==> src/sv/dtfi_pkg.sv <==
// Shared types, widths and breakpoint tables for the distance-to-focus interpolator.
// Used by dtfi_search, dtfi_mul, dtfi_div and distance_to_focus_interp.
`timescale 1ns / 1ps
`default_nettype none

package dtfi_pkg;

    // Breakpoint table size and output scaling
    localparam int NUM_POINTS = 11;
    localparam int OUT_SCALE  = 2048;
    localparam int POS_ONE    = 65536;
    localparam int SCALE_DIV  = POS_ONE / OUT_SCALE;

    // Field widths
    localparam int DIST_W  = 21;                  // distance_mm, signed
    localparam int POS_W   = 17;                  // Q0.16 position, 1.0 included
    localparam int FOCUS_W = 12;                  // focus_code

    // Datapath widths
    localparam int T_W    = DIST_W + 1;           // distance offset within a segment
    localparam int DP_W   = POS_W + 1;            // signed position step of a segment
    localparam int BASE_W = POS_W + T_W;          // p0 * span
    localparam int PROD_W = T_W + 1 + DP_W;       // serial product
    localparam int X_W    = PROD_W;               // interpolation numerator, signed
    localparam int MAG_W  = X_W - 1;              // numerator magnitude
    localparam int D_W    = T_W + $clog2(SCALE_DIV); // divisor span * SCALE_DIV
    localparam int Q_W    = FOCUS_W;              // quotient bits
    localparam int HI_W   = MAG_W - Q_W;          // dividend bits above the quotient
    localparam int K_W    = $clog2(NUM_POINTS);   // breakpoint index

    // Stream widths
    localparam int IN_TDATA_W  = ((DIST_W + 7) / 8) * 8;
    localparam int OUT_TDATA_W = ((FOCUS_W + 7) / 8) * 8;

    localparam logic [FOCUS_W-1:0] OUT_CODE = FOCUS_W'(OUT_SCALE);

    // Breakpoints: strictly increasing distance (mm), position as Q0.16
    localparam int DIST_TABLE [NUM_POINTS] = '{
        0, 250, 265, 325, 425, 645, 1560, 2975, 6790, 1000000, 1000001
    };
    localparam int POS_TABLE [NUM_POINTS] = '{
        0, 8192, 16384, 24576, 32768, 40960, 49152, 52429, 54067, 57344, 65536
    };

    // Constants of the segment that ends at breakpoint k
    typedef struct packed {
        logic signed [DIST_W-1:0] d0;
        logic        [BASE_W-1:0] base;
        logic signed [DP_W-1:0]   dp;
        logic        [D_W-1:0]    div;
    } t_seg;

    // Search result handed to the arithmetic
    typedef struct packed {
        logic signed [T_W-1:0]    offset;
        logic        [BASE_W-1:0] base;
        logic signed [DP_W-1:0]   dp;
        logic        [D_W-1:0]    div;
        logic                     beyond;
    } t_job;

    // Evaluated only with constant k at elaboration
    function automatic t_seg seg_params(input int k);
        t_seg   s;
        longint span;
        longint p0;
        longint p1;
        s = '0;
        if (k > 0) begin
            span = longint'(DIST_TABLE[k]) - longint'(DIST_TABLE[k-1]);
            p0   = longint'(POS_TABLE[k-1]);
            p1   = longint'(POS_TABLE[k]);
            s.d0 = DIST_W'(DIST_TABLE[k-1]);
            if (span <= 0) begin
                // degenerate segment: numerator p1 over SCALE_DIV
                s.base = BASE_W'(p1);
                s.dp   = '0;
                s.div  = D_W'(SCALE_DIV);
            end else begin
                s.base = BASE_W'(p0 * span);
                s.dp   = DP_W'(p1 - p0);
                s.div  = D_W'(span * SCALE_DIV);
            end
        end
        return s;
    endfunction

endpackage

`default_nettype wire

==> src/sv/dtfi_search.sv <==
// Breakpoint walk: steps one breakpoint per cycle to find the segment of a distance.
// Depends on dtfi_pkg for the breakpoint tables and the t_seg / t_job types.
`timescale 1ns / 1ps
`default_nettype none

module dtfi_search (
    input  wire logic                              i_clk,
    input  wire logic                              i_rst_n,
    input  wire logic                              i_start,
    input  wire logic signed [dtfi_pkg::DIST_W-1:0] i_dist,
    output logic                                   o_done,
    output dtfi_pkg::t_job                         o_job
);
    import dtfi_pkg::*;

    localparam logic [K_W-1:0] LAST_K = K_W'(NUM_POINTS - 1);

    logic signed [DIST_W-1:0] dist_rom [NUM_POINTS];
    t_seg                     seg_rom  [NUM_POINTS];

    for (genvar g = 0; g < NUM_POINTS; g++) begin : g_rom
        assign dist_rom[g] = DIST_W'(DIST_TABLE[g]);
        assign seg_rom[g]  = seg_params(g);
    end

    logic                     r_busy;
    logic                     r_done;
    logic [K_W-1:0]           r_k;
    logic signed [DIST_W-1:0] r_dist;
    t_job                     r_job;

    logic                     d_gt;
    t_seg                     seg_sel;
    logic signed [T_W-1:0]    n_offset;

    assign d_gt     = r_dist > dist_rom[r_k];
    assign seg_sel  = seg_rom[r_k];
    assign n_offset = $signed({r_dist[DIST_W-1], r_dist}) -
                      $signed({seg_sel.d0[DIST_W-1], seg_sel.d0});

    always_ff @(posedge i_clk) begin
        if (!i_rst_n) begin
            r_busy <= 1'b0;
            r_done <= 1'b0;
        end else begin
            if (i_start) begin
                r_busy <= 1'b1;
                r_done <= 1'b0;
            end else if (r_busy && !(r_k < LAST_K && d_gt)) begin
                r_busy <= 1'b0;
                r_done <= 1'b1;
            end else begin
                r_done <= 1'b0;
            end
        end
    end

    always_ff @(posedge i_clk) begin
        if (i_start) begin
            r_k    <= K_W'(1);
            r_dist <= i_dist;
        end else if (r_busy) begin
            if (r_k < LAST_K && d_gt) begin
                r_k <= r_k + K_W'(1);
            end else begin
                r_job.offset <= n_offset;
                r_job.base   <= seg_sel.base;
                r_job.dp     <= seg_sel.dp;
                r_job.div    <= seg_sel.div;
                r_job.beyond <= d_gt;
            end
        end
    end

    assign o_done = r_done;
    assign o_job  = r_job;

endmodule

`default_nettype wire

==> src/sv/dtfi_mul.sv <==
// Serial signed multiplier: one bit of the position step per cycle, shift-add.
// Depends on dtfi_pkg for the operand and product widths.
`timescale 1ns / 1ps
`default_nettype none

module dtfi_mul (
    input  wire logic                               i_clk,
    input  wire logic                               i_rst_n,
    input  wire logic                               i_start,
    input  wire logic signed [dtfi_pkg::T_W-1:0]    i_a,
    input  wire logic signed [dtfi_pkg::DP_W-1:0]   i_b,
    output logic                                    o_done,
    output logic signed [dtfi_pkg::PROD_W-1:0]      o_prod
);
    import dtfi_pkg::*;

    localparam int CNT_W = $clog2(DP_W);
    localparam logic [CNT_W-1:0] LAST_CNT = CNT_W'(DP_W - 1);

    logic                  r_busy;
    logic                  r_done;
    logic [CNT_W-1:0]      r_cnt;
    logic signed [T_W-1:0] r_a;
    logic signed [T_W:0]   r_hi;
    logic [DP_W-1:0]       r_lo;

    logic signed [T_W:0]   a_ext;
    logic signed [T_W:0]   addend;
    logic signed [T_W:0]   sum;

    // The top bit of the multiplier carries negative weight
    always_comb begin
        a_ext  = {r_a[T_W-1], r_a};
        addend = '0;
        if (r_lo[0]) begin
            addend = (r_cnt == LAST_CNT) ? -a_ext : a_ext;
        end
        sum = r_hi + addend;
    end

    always_ff @(posedge i_clk) begin
        if (!i_rst_n) begin
            r_busy <= 1'b0;
            r_done <= 1'b0;
        end else begin
            if (i_start) begin
                r_busy <= 1'b1;
                r_done <= 1'b0;
            end else if (r_busy && r_cnt == LAST_CNT) begin
                r_busy <= 1'b0;
                r_done <= 1'b1;
            end else begin
                r_done <= 1'b0;
            end
        end
    end

    always_ff @(posedge i_clk) begin
        if (i_start) begin
            r_a   <= i_a;
            r_hi  <= '0;
            r_lo  <= i_b;
            r_cnt <= '0;
        end else if (r_busy) begin
            r_hi  <= {sum[T_W], sum[T_W:1]};
            r_lo  <= {sum[0], r_lo[DP_W-1:1]};
            r_cnt <= r_cnt + CNT_W'(1);
        end
    end

    assign o_done = r_done;
    assign o_prod = {r_hi, r_lo};

endmodule

`default_nettype wire

==> src/sv/dtfi_div.sv <==
// Restoring divider: one quotient bit per cycle, with an up-front overflow check.
// Depends on dtfi_pkg for the dividend, divisor and quotient widths.
`timescale 1ns / 1ps
`default_nettype none

module dtfi_div (
    input  wire logic                         i_clk,
    input  wire logic                         i_rst_n,
    input  wire logic                         i_start,
    input  wire logic [dtfi_pkg::MAG_W-1:0]   i_mag,
    input  wire logic [dtfi_pkg::D_W-1:0]     i_div,
    output logic                              o_done,
    output logic [dtfi_pkg::Q_W-1:0]          o_quo,
    output logic                              o_ovf
);
    import dtfi_pkg::*;

    localparam int CNT_W = $clog2(Q_W);
    localparam logic [CNT_W-1:0] LAST_CNT = CNT_W'(Q_W - 1);

    logic             r_busy;
    logic             r_done;
    logic [CNT_W-1:0] r_cnt;
    logic [D_W-1:0]   r_rem;
    logic [D_W-1:0]   r_div;
    logic [Q_W-1:0]   r_low;
    logic [Q_W-1:0]   r_quo;
    logic             r_ovf;

    logic [HI_W-1:0]  hi_part;
    logic             n_ovf;
    logic [D_W:0]     trial;
    logic [D_W:0]     div_ext;
    logic [D_W:0]     rem_sub;
    logic             ge;

    assign hi_part = i_mag[MAG_W-1:Q_W];
    assign n_ovf   = hi_part >= HI_W'(i_div);
    assign trial   = {r_rem, r_low[Q_W-1]};
    assign div_ext = {1'b0, r_div};
    assign ge      = trial >= div_ext;
    assign rem_sub = trial - div_ext;

    always_ff @(posedge i_clk) begin
        if (!i_rst_n) begin
            r_busy <= 1'b0;
            r_done <= 1'b0;
        end else begin
            if (i_start) begin
                // quotient would not fit: finish at once
                r_busy <= !n_ovf;
                r_done <= n_ovf;
            end else if (r_busy && r_cnt == LAST_CNT) begin
                r_busy <= 1'b0;
                r_done <= 1'b1;
            end else begin
                r_done <= 1'b0;
            end
        end
    end

    always_ff @(posedge i_clk) begin
        if (i_start) begin
            r_ovf <= n_ovf;
            r_rem <= hi_part[D_W-1:0];
            r_div <= i_div;
            r_low <= i_mag[Q_W-1:0];
            r_quo <= '0;
            r_cnt <= '0;
        end else if (r_busy) begin
            r_rem <= ge ? rem_sub[D_W-1:0] : trial[D_W-1:0];
            r_low <= {r_low[Q_W-2:0], 1'b0};
            r_quo <= {r_quo[Q_W-2:0], ge};
            r_cnt <= r_cnt + CNT_W'(1);
        end
    end

    assign o_done = r_done;
    assign o_quo  = r_quo;
    assign o_ovf  = r_ovf;

endmodule

`default_nettype wire

==> src/sv/distance_to_focus_interp.sv <==
// Top level of the distance-to-focus interpolator: control sequencer and output register.
// Depends on dtfi_pkg, dtfi_search, dtfi_mul and dtfi_div.
`timescale 1ns / 1ps
`default_nettype none

// Maps a signed subject distance in millimetres to a lens focus code from 0 to
// 2048 (full travel) by linear interpolation between 11 fixed breakpoints, with
// the result truncated toward zero. Results below zero give 0 and results past
// full travel or distances beyond the last breakpoint give 2048; both set the
// clipped flag. One transaction is in work at a time, and the input is ready
// again in the same cycle that the result appears on the output. A transaction
// passes through the breakpoint walk (one breakpoint a cycle), the 18-step
// serial multiply and the 12-step restoring divide. Distances beyond the table
// skip the arithmetic. A finished result sits in an output register, so the
// next transaction is taken while it waits for the consumer.

module distance_to_focus_interp (
    input  wire logic                                   i_clk,
    input  wire logic                                   i_rst_n,
    input  wire logic                                   s_axis_tvalid,
    output logic                                        s_axis_tready,
    input  wire logic [dtfi_pkg::IN_TDATA_W-1:0]        s_axis_tdata,  // [20:0] distance_mm
    output logic                                        m_axis_tvalid,
    input  wire logic                                   m_axis_tready,
    output logic [dtfi_pkg::OUT_TDATA_W-1:0]            m_axis_tdata,  // [11:0] focus_code
    output logic                                        m_axis_tuser   // [0] clipped
);
    import dtfi_pkg::*;

    typedef enum logic [5:0] {
        S_IDLE   = 6'b000001,
        S_SEARCH = 6'b000010,
        S_MUL    = 6'b000100,
        S_ABS    = 6'b001000,
        S_DIV    = 6'b010000,
        S_DONE   = 6'b100000
    } t_state;

    t_state r_state;
    t_state n_state;

    logic                     in_accept;
    logic                     search_done;
    t_job                     job;
    logic                     mul_start;
    logic                     mul_done;
    logic signed [PROD_W-1:0] mul_prod;
    logic                     div_done;
    logic [Q_W-1:0]           div_quo;
    logic                     div_ovf;

    logic signed [X_W-1:0]    r_x;
    logic                     r_neg;
    logic [MAG_W-1:0]         r_mag;
    logic                     r_div_go;
    logic [FOCUS_W-1:0]       r_res_code;
    logic                     r_res_clip;
    logic                     r_out_valid;
    logic [FOCUS_W-1:0]       r_out_code;
    logic                     r_out_clip;

    logic signed [X_W-1:0]    base_ext;
    logic signed [X_W-1:0]    x_neg;
    logic                     out_load;

    assign in_accept = s_axis_tvalid && s_axis_tready;
    assign mul_start = (r_state == S_SEARCH) && search_done && !job.beyond;
    assign base_ext  = $signed({{(X_W - BASE_W){1'b0}}, job.base});
    assign x_neg     = -r_x;
    assign out_load  = (r_state == S_DONE) && (!r_out_valid || m_axis_tready);

    dtfi_search u_search (
        .i_clk   (i_clk),
        .i_rst_n (i_rst_n),
        .i_start (in_accept),
        .i_dist  (s_axis_tdata[DIST_W-1:0]),
        .o_done  (search_done),
        .o_job   (job)
    );

    dtfi_mul u_mul (
        .i_clk   (i_clk),
        .i_rst_n (i_rst_n),
        .i_start (mul_start),
        .i_a     (job.offset),
        .i_b     (job.dp),
        .o_done  (mul_done),
        .o_prod  (mul_prod)
    );

    dtfi_div u_div (
        .i_clk   (i_clk),
        .i_rst_n (i_rst_n),
        .i_start (r_div_go),
        .i_mag   (r_mag),
        .i_div   (job.div),
        .o_done  (div_done),
        .o_quo   (div_quo),
        .o_ovf   (div_ovf)
    );

    // Sequencer: walk, multiply, take magnitude, divide, hand off; if beyond, hand off
    always_comb begin
        n_state = r_state;
        case (r_state)
            S_IDLE:   if (in_accept) n_state = S_SEARCH;
            S_SEARCH: if (search_done) n_state = job.beyond ? S_DONE : S_MUL;
            S_MUL:    if (mul_done) n_state = S_ABS;
            S_ABS:    n_state = S_DIV;
            S_DIV:    if (div_done) n_state = S_DONE;
            S_DONE:   if (out_load) n_state = S_IDLE;
            default:  n_state = S_IDLE;
        endcase
    end

    always_ff @(posedge i_clk) begin
        if (!i_rst_n) begin
            r_state     <= S_IDLE;
            r_div_go    <= 1'b0;
            r_out_valid <= 1'b0;
        end else begin
            r_state  <= n_state;
            r_div_go <= (r_state == S_ABS);
            // reload when the next one is ready, drop the result once taken
            if (out_load) begin
                r_out_valid <= 1'b1;
            end else if (m_axis_tready) begin
                r_out_valid <= 1'b0;
            end
        end
    end

    // Datapath registers
    always_ff @(posedge i_clk) begin
        if (r_state == S_MUL && mul_done) begin
            r_x <= mul_prod + base_ext;
        end
        if (r_state == S_ABS) begin
            r_neg <= r_x[X_W-1];
            r_mag <= r_x[X_W-1] ? x_neg[MAG_W-1:0] : r_x[MAG_W-1:0];
        end
        if (r_state == S_SEARCH && search_done && job.beyond) begin
            r_res_code <= OUT_CODE;
            r_res_clip <= 1'b1;
        end else if (r_state == S_DIV && div_done) begin
            if (r_neg) begin
                // a nonzero negative quotient clamps to zero
                r_res_code <= '0;
                r_res_clip <= div_ovf || (div_quo != '0);
            end else if (div_ovf || div_quo > OUT_CODE) begin
                r_res_code <= OUT_CODE;
                r_res_clip <= 1'b1;
            end else begin
                r_res_code <= div_quo;
                r_res_clip <= 1'b0;
            end
        end
        if (out_load) begin
            r_out_code <= r_res_code;
            r_out_clip <= r_res_clip;
        end
    end

    assign s_axis_tready = (r_state == S_IDLE);
    assign m_axis_tvalid = r_out_valid;
    assign m_axis_tdata  = {{(OUT_TDATA_W - FOCUS_W){1'b0}}, r_out_code};
    assign m_axis_tuser  = r_out_clip;

    // Checks
    a_accept_starts: assert property (@(posedge i_clk) disable iff (!i_rst_n)
        in_accept |=> (r_state == S_SEARCH))
        else $error("accepted transaction did not start the breakpoint walk");

    a_mul_done_state: assert property (@(posedge i_clk) disable iff (!i_rst_n)
        mul_done |-> (r_state == S_MUL))
        else $error("multiplier finished outside the multiply phase");

    a_div_done_state: assert property (@(posedge i_clk) disable iff (!i_rst_n)
        div_done |-> (r_state == S_DIV))
        else $error("divider finished outside the divide phase");

    a_clip_code: assert property (@(posedge i_clk) disable iff (!i_rst_n)
        (r_out_valid && r_out_clip) |-> (r_out_code == '0 || r_out_code == OUT_CODE))
        else $error("clipped result is not at either end of travel");

endmodule

`default_nettype wire
==> config.mk <==
export PLATFORM = sky130hd
export DESIGN_NAME = distance_to_focus_interp
export DESIGN_NICKNAME = d
export VERILOG_FILES = /design/src/sv/dtfi_pkg.sv /design/src/sv/dtfi_search.sv /design/src/sv/dtfi_mul.sv /design/src/sv/dtfi_div.sv /design/src/sv/distance_to_focus_interp.sv
export SDC_FILE = /design/constraint.sdc
export NUM_CORES = 1
export LEC_CHECK = 0
export BUFFER_PORTS_ARGS = -buffer_cell sky130_fd_sc_hd__buf_2
export CAP_MARGIN = 10
export CORE_ASPECT_RATIO = 1.75
export CORE_MARGIN = 4
export CORE_UTILIZATION = 55
export CTS_CLUSTER_SIZE = 10
export DETAILED_ROUTE_END_ITERATION = 7
export PLACE_DENSITY_LB_ADDON = 0.1
export SETUP_SLACK_MARGIN = 0.1
export SYNTH_ARGS = -nofsm -noshare
export SYNTH_HDL_FRONTEND = slang
export SYNTH_SLANG_ARGS = --single-unit
==> constraint.sdc <==
create_clock -name i_clk -period 14 [get_ports i_clk]
set_input_delay 2.8 -clock i_clk [delete_from_list [all_inputs] [get_ports i_clk]]
set_output_delay 2.8 -clock i_clk [all_outputs]
set_load 0.02 [all_outputs]
==> qor.csv, run 1 <==
stage;metric;value;unit
outcome;outcome;finished, final reports clean;
power;swShare;24.3;%
clock_network;cts_tree;built;
timing;fin_worst_skew;18.6;ps
floorplanning;initial_utilization;55.5;%
timing;fmax;208;MHz
global_route;grt_busiest_layer;met2;
global_route;grtUsageMet1;21.1;%
global_route;grtUsageMet2;45.6;%
timing;rsz0062_at_grt;false;
setup_path;cp_top_family;simple AND/OR/NAND/NOR gates;
drt;drc;0;
clock_network;cts.path.max_buffers;3;
synth;postSynthCellCount;1724;
final_layout;fin_util;61.1;%
clock_network;cts_root_buf;clkbuf_16;
synth;async_flop_share;0;%
setup_path;worstPathRequired;11200;ps
power;internal_power;0.00175;W
setup_path;crit_type;flip-flop to output pin;
drt;drt_first_pass_iters;5;
power;p_comb_share;10.4;%
global_route;track_usage;22.2;%
global_route;use_met3;2.46;%
timing;holdWs;415;ps
synth;synth_cell_types;86;
final_layout;fin_cells;2253;
floorplanning;die_y;252;um
clock_network;post_cts.repair.setup_buffers;0;
global_route;antenna_found_initial;0;
setup_path;worst_setup_path_end_kind;output pin;
global_route;grt_pass1_vias;13178;
setup_path;cp-start-kind;flip-flop;
flow_run;maxCapViolCount;0;
setup_path;cpMaxStageDelayCell;or3_1;
synth;synth.avg_cell_area;10.9;um^2
global_route;grt_overflow_total;0;
setup_path;cp_slowest_stage_delay;360;ps
placement;gp_congestion;0.921;
final_layout;mostFrequentLayoutCell;edfxtp_1;
drt;vias_per_cell;5.75;
timing;final_hold_viol_count;0;
synth;synthFlopType;edfxtp_1;
timing;period_share;34.3;%
floorplanning;die_area;37200;um^2
drt;dr_total_vias;12953;
timing;drv_slew;0;
drt;ant_nets;0;
synth;yosysWarnings;0;
clock_network;cts_made_buffers;39;
power;peakVddDrop;0.107;mV
clock_network;cts_htree_levels;2;
setup_path;arrival;2000;ps
timing;setup_tns;0;ps
setup_path;critPathMaxFanout;4;
final_layout;final_cell_mix;edfxtp_1 (260), nand2_1 (148), ha_1 (135);
clock_network;clk_latency;550;ps
worst_hold_path;hp-class;flip-flop to flip-flop;
power;powerDensity;112;nW/um^2
timing;worstMarginPinSlew;1090;ps
floorplanning;pin_count;47;
clock_network;post_cts_resized;0;
global_route;grt_max_degree;74;
synth;synth_edf_count;260;
drt;wl;41.0;mm
clock_network;clk_pin_slew;60;ps
clock_network;cts_hold_buf;0;
power;switchingPower;0.000562;W
setup_path;cp_num_buf_inv;1;
timing;fin_crit;4800;ps
placement;dp_hpwl;31.6;mm
power;power;0.00231;W
final_layout;area_growth;9.93;%
final_layout;nNetsFinal;1934;
setup_path;cp_cell_sequence;or2_1 > or3_1 > nor3b_1 > buf_2;
power;leakage;8.00;nW
placement;portBuffers;39;
synth;ys_seq_area_share;49.6;%
floorplanning;num_rows;89;
final_layout;drive_gt1_share;8.79;%
floorplanning;dieWidth;148;um
clock_network;cts_num_sinks;334;
drt;drtIter0Drc;666;
final_layout;diodes;0;
final_layout;fill_cells;2831;
global_route;grt_pass1_wl;66.2;mm
floorplanning;core;33700;um^2
synth;syn-cell-area;18700;um^2
drt;wl_per_cell;18.2;um
timing;setup_violations;0;
synth;ys_seq_elements;334;
power;share_seq_of_total_power;49.0;%
power;clockPowerShare;40.7;%
placement;place_inst;2181;
timing;worst_slew_margin_rel;27.3;%
==> sequential cells by signal, indices dropped and copies added (netlist names), 4 cells and up <==
name / count
r_mag: 40
r_out_code: 12
r_res_code: 12
r_state: 6
r_x: 41
u_div.o_quo: 12
u_div.r_cnt: 4
u_div.r_div: 13
u_div.r_low: 12
u_div.r_rem: 27
u_mul.r_a: 22
u_mul.r_cnt: 5
u_mul.r_hi: 22
u_mul.r_lo: 18
u_search.o_job: 51
u_search.r_dist: 21
u_search.r_k: 4
==> power groups by stage <==
| stage | logic [W] | registers (W) | clock network (W) |
|---|---|---|---|
| after global routing | 0.000269 | 0.00113 | 0.00100 |
| after CTS | 0.000239 | 0.00113 | 0.000960 |
| after global placement | 0.000230 | 0.00115 | 0 |
| after detailed placement | 0.000237 | 0.00115 | 0 |
| final | 0.000240 | 0.00113 | 0.000939 |
| after floorplan | 0.000184 | 0.00114 | 0 |
==> layer usage <==
metal	routed length, um	vias up
met2	23800	246
met4	2140	0
li1	-	6421
met1	14000	6180
met5	0	-
met3	1090	106
==> cells by family (layout without fill, tap and decap cells) <==
group / count (synthesis) / count (layout) / share of synthesized area (%)
other cells: 1 / 4 / 0.0200
buf+inv: 130 / 201 / 2.71
fa+ha+maj: 140 / 140 / 9.49
compound gates: 388 / 388 / 13.7
simple gates: 530 / 530 / 14.6
xor+xnor: 151 / 151 / 7.10
flops: 334 / 334 / 49.6
mux: 50 / 50 / 2.80
==> worst register-to-register path: stages, from the launching register on <==
cell and delay, ps:
dfxtp_1 870, clkinv_1 490, nor2_1 240, a21oi_1 110
ha_1 320, nor2b_1 140, o21a_1 170, o21ai_0 300
a21boi_0 210, o31ai_1 610, a21oi_1 210, a21boi_0 320
o21ai_0 150, xor2_1 160
==> through the flow <==
stage,instance area (um^2),worst slack (ps)
floorplan,18800,7370
global placement,19400,9450
detailed placement,19400,9430
CTS,20600,9180
global route,20600,9080
finish,20600,9200
==> worst paths after layout <==
path / startpoint / to / slack (ps) / cells past startpoint
min: u_search.o_job[88] / u_mul.r_a[3] / 420 / 0
max reg2reg: u_search.r_k[2] / u_search.o_job[101] / 9440 / 13
min reg2reg: u_search.o_job[88] / u_mul.r_a[3] / 420 / 0
max: r_state[4] / s_axis_tready / 9200 / 4
==> Yosys cell counts (all sizes together) (5+ instances only) <==
| cell type | instances | area [um^2] |
|---|---|---|
| clkbuf | 42 | 158 |
| a22oi | 12 | 90.1 |
| a211o | 6 | 52.6 |
| o311ai | 13 | 114 |
| a21boi | 13 | 97.6 |
| o21ai | 90 | 450 |
| xor2 | 43 | 384 |
| o21a | 24 | 180 |
| nor4 | 16 | 143 |
| a221oi | 7 | 61.3 |
| inv | 74 | 278 |
| a21o | 41 | 308 |
| nor3 | 26 | 130 |
| o41ai | 10 | 95.1 |
| nand2 | 149 | 562 |
| and2 | 40 | 250 |
| edfxtp | 260 | 7810 |
| or4 | 7 | 67.6 |
| and3 | 17 | 106 |
| dfxtp | 74 | 1480 |
| xnor2 | 108 | 946 |
| a21oi | 90 | 450 |
| ha | 135 | 1690 |
| nand4 | 13 | 87.6 |
| nand2b | 21 | 131 |
| mux2i | 30 | 300 |
| buf | 13 | 68.8 |
| nand3b | 17 | 128 |
| nor3b | 6 | 50.1 |
| o211ai | 8 | 65.1 |
| nand3 | 32 | 170 |
| a211oi | 11 | 87.6 |
| mux2 | 20 | 225 |
| a31oi | 13 | 81.3 |
| o21bai | 5 | 37.5 |
| or2 | 17 | 109 |
| nor2b | 23 | 144 |
| or3 | 11 | 68.8 |
| o31ai | 21 | 173 |
| nor2 | 119 | 447 |
==> area by class of cell <==
type	instances	area, um^2	area share (%)
timing repair buffer	54	308	1.49
sequential	334	9290	45.1
multi-input combinational	1263	8980	43.6
clock buffer	69	1120	5.43
clock inverter	3	52.6	0.255
tap	455	569	2.76
inverter	75	282	1.37
Note: power is estimated with default switching activity, not from simulation.
==> run 2, diff against run 1 <==
==> constraint.sdc (replaced) <==
create_clock -name i_clk -period 3.9 [get_ports i_clk]
set_input_delay 0.78 -clock i_clk [delete_from_list [all_inputs] [get_ports i_clk]]
set_output_delay 0.78 -clock i_clk [all_outputs]
set_load 0.02 [all_outputs]
==> qor.csv, run 2 (synthesized netlist as in run 1, its figures left out) <==
stage;metric;value;unit;change
drt;wl_per_cell;17.5;um;-4.1%
timing;drv_slew;0;;unchanged
global_route;grt_pass1_wl;64.9;mm;-1.9%
setup_path;crit_type;flip-flop to flip-flop;;
worst_hold_path;hp-class;flip-flop to flip-flop;;
floorplanning;num_rows;89;;unchanged
placement;dp_hpwl;31.0;mm;-2.1%
placement;place_inst;2218;;+1.7%
setup_path;cp_num_buf_inv;0;;-1
floorplanning;die_area;37200;um^2;unchanged
floorplanning;die_y;252;um;unchanged
global_route;track_usage;21.5;%;-0.72 points
setup_path;cp-start-kind;flip-flop;;
timing;worst_slew_margin_rel;22.1;%;-5.2 points
final_layout;final_cell_mix;edfxtp_1 (260), nand2_1 (145), ha_1 (131);;
timing;setup_violations;0;;unchanged
final_layout;fin_cells;2293;;+1.8%
setup_path;cp_slowest_stage_delay;580;ps;+220 ps
clock_network;clk_pin_slew;60;ps;about the same
timing;period_share;95.2;%;
clock_network;cts_root_buf;clkbuf_16;;
flow_run;maxCapViolCount;0;;unchanged
final_layout;largest_reg_flops;51;;unchanged
power;clockPowerShare;39.6;%;-1.1 points
final_layout;mostFrequentLayoutCell;edfxtp_1;;
drt;drc;0;;unchanged
power;leakage;8.23;nW;+2.9%
power;p_comb_share;11.4;%;+1.0 points
placement;place_ws;-8.05;ps;-9430 ps
setup_path;cp_top_family;simple AND/OR/NAND/NOR gates;;
clock_network;cts_htree_levels;2;;unchanged
drt;vias_per_cell;5.69;;-0.96%
drt;wl;40.0;mm;-2.4%
setup_path;worst_setup_path_end_kind;flip-flop;;
clock_network;cts_tree;built;;
global_route;antenna_found_initial;0;;unchanged
power;share_seq_of_total_power;49.1;%;about the same
global_route;grt_pass1_vias;13356;;+1.4%
power;swShare;23.7;%;-0.67 points
final_layout;area_growth;12.8;%;
timing;fin_crit;3710;ps;
drt;dr_total_vias;13057;;+0.80%
clock_network;cts_made_buffers;39;;unchanged
final_layout;nNetsFinal;1981;;+2.4%
clock_network;cts_num_sinks;334;;unchanged
timing;fmax;269;MHz;
setup_path;critPathMaxFanout;4;;unchanged
global_route;grt_overflow_total;0;;unchanged
final_layout;drive_gt1_share;12.7;%;+3.9 points
timing;rsz0062_at_grt;true;;
final_layout;diodes;0;;unchanged
drt;ant_nets;0;;unchanged
floorplanning;initial_utilization;55.5;%;unchanged
floorplanning;pin_count;47;;unchanged
final_layout;fill_cells;2750;;-2.9%
final_layout;fin_util;62.6;%;+1.6 points
setup_path;cp.depth;15;;+11
timing;worstMarginPinSlew;1170;ps;+80.0 ps
power;internal_power;0.00628;W;+260%
power;peakVddDrop;0.473;mV;+340%
worst_hold_path;holdPathStages;0;;unchanged
setup_path;worstPathRequired;4320;ps;-6880 ps
outcome;outcome;finished, final reports clean;;
power;switchingPower;0.00195;W;+250%
floorplanning;core;33700;um^2;unchanged
power;powerDensity;389;nW/um^2;+250%
timing;fin_worst_skew;20.8;ps;+2.12 ps
setup_path;arrival;4140;ps;+2140 ps
drt;drt_first_pass_iters;5;;unchanged
setup_path;r2r_cells;15;;+2
setup_path;cp_cell_sequence;or4_4 > nor4_4 > nand2_2 > or2_4 > o41ai_4 > xnor2_1 > and2_4 > ha_4 > a21o_1 > a21oi_2 > nand4b_1 > a31oi_4 > xor2_2 > a21oi_1 > a31o_1;;
timing;final_hold_viol_count;0;;unchanged
placement;portBuffers;39;;unchanged
setup_path;cpMaxStageDelayCell;or4_4;;
clock_network;clk_latency;530;ps;-20 ps
timing;setup_slack;186;ps;-9020 ps
clock_network;cts.path.max_buffers;3;;unchanged
drt;drtIter0Drc;420;;-37%
global_route;grt_max_degree;75;;+1.4%
placement;gp_congestion;0.916;;-0.59%
floorplanning;dieWidth;148;um;unchanged
## run 2: changes by cell type in the layout (fill, tap and decap cells not counted), moves of 5 or more
| cell | before | now |
|---|---|---|
| clkbuf_1 | 27 | 22 |
| o21ai_2 | 0 | 5 |
| o21ai_0 | 74 | 68 |
| buf_4 | 15 | 58 |
## run 2: worst reg2reg max path: cells and delay by family (launching register included)
family	cells	cell delay, ps
AOI/OAI and AO/OA	6	1140
xor gates and xnor gates	2	270
adders and majority gates	1	160
DFF	1	380
and+or+nand+nor	6	1640
## run 2: power by group through the flow
stage,Combinational (W),Sequential (W),Clock [W]
after floorplan,0.000666,0.00408,0
after global placement,0.000894,0.00411,0
after detailed placement,0.000916,0.00411,0
after CTS,0.000924,0.00403,0.00336
after global routing,0.00106,0.00405,0.00350
final,0.000936,0.00404,0.00326
## run 2: metrics by stage
step	instance area, um^2	setup TNS [ps]	total power [W]	hold slack [ps]
finish	21100	0	0.00823	414
global route	21100	0	0.00860	405
global placement	19800	0	0.00500	400
detailed placement	19800	-8.05	0.00502	405
floorplan	18800	0	0.00474	400
CTS	20900	0	0.00832	394
## run 2: final timing paths
path                        from              to  slack, ps
max                 u_mul.r_a[7]  u_mul.r_hi[21]        190
min          u_search.o_job[102]   u_mul.r_a[17]        410
max reg2reg         u_mul.r_a[7]  u_mul.r_hi[21]        190
min reg2reg  u_search.o_job[102]   u_mul.r_a[17]        410
## run 2: repair_timing
item                                    in CTS  in global routing
pin swaps                                    0                 21
endpoints found under the setup margin       4                 59
resized for setup                            2                 42
setup buffers                                0                 10
cloned                                       0                  0
hold buffers                                 0                  0
## run 2: area by class of cell
class                           instances  area, um^2  share of cell area (%)
Sequential cell                       334        9290                    44.0
Inverter                               75         282                    1.33
Multi-Input combinational cell       1263        9170                    43.4
Tap cell                              455         569                    2.69
Clock buffer                           61        1060                    5.01
Timing Repair Buffer                  101         711                    3.36
Clock inverter                          4        56.3                   0.266
## run 2: routing by layer
metal  GRT usage [%]  part of all wire, %  vias up
met5               0                    0        -
met4            11.4                  5.9        0
met3            2.51                  2.4       99
met2            42.4                   55      189
met1            21.6                   36     6249
li1                -                    -     6520
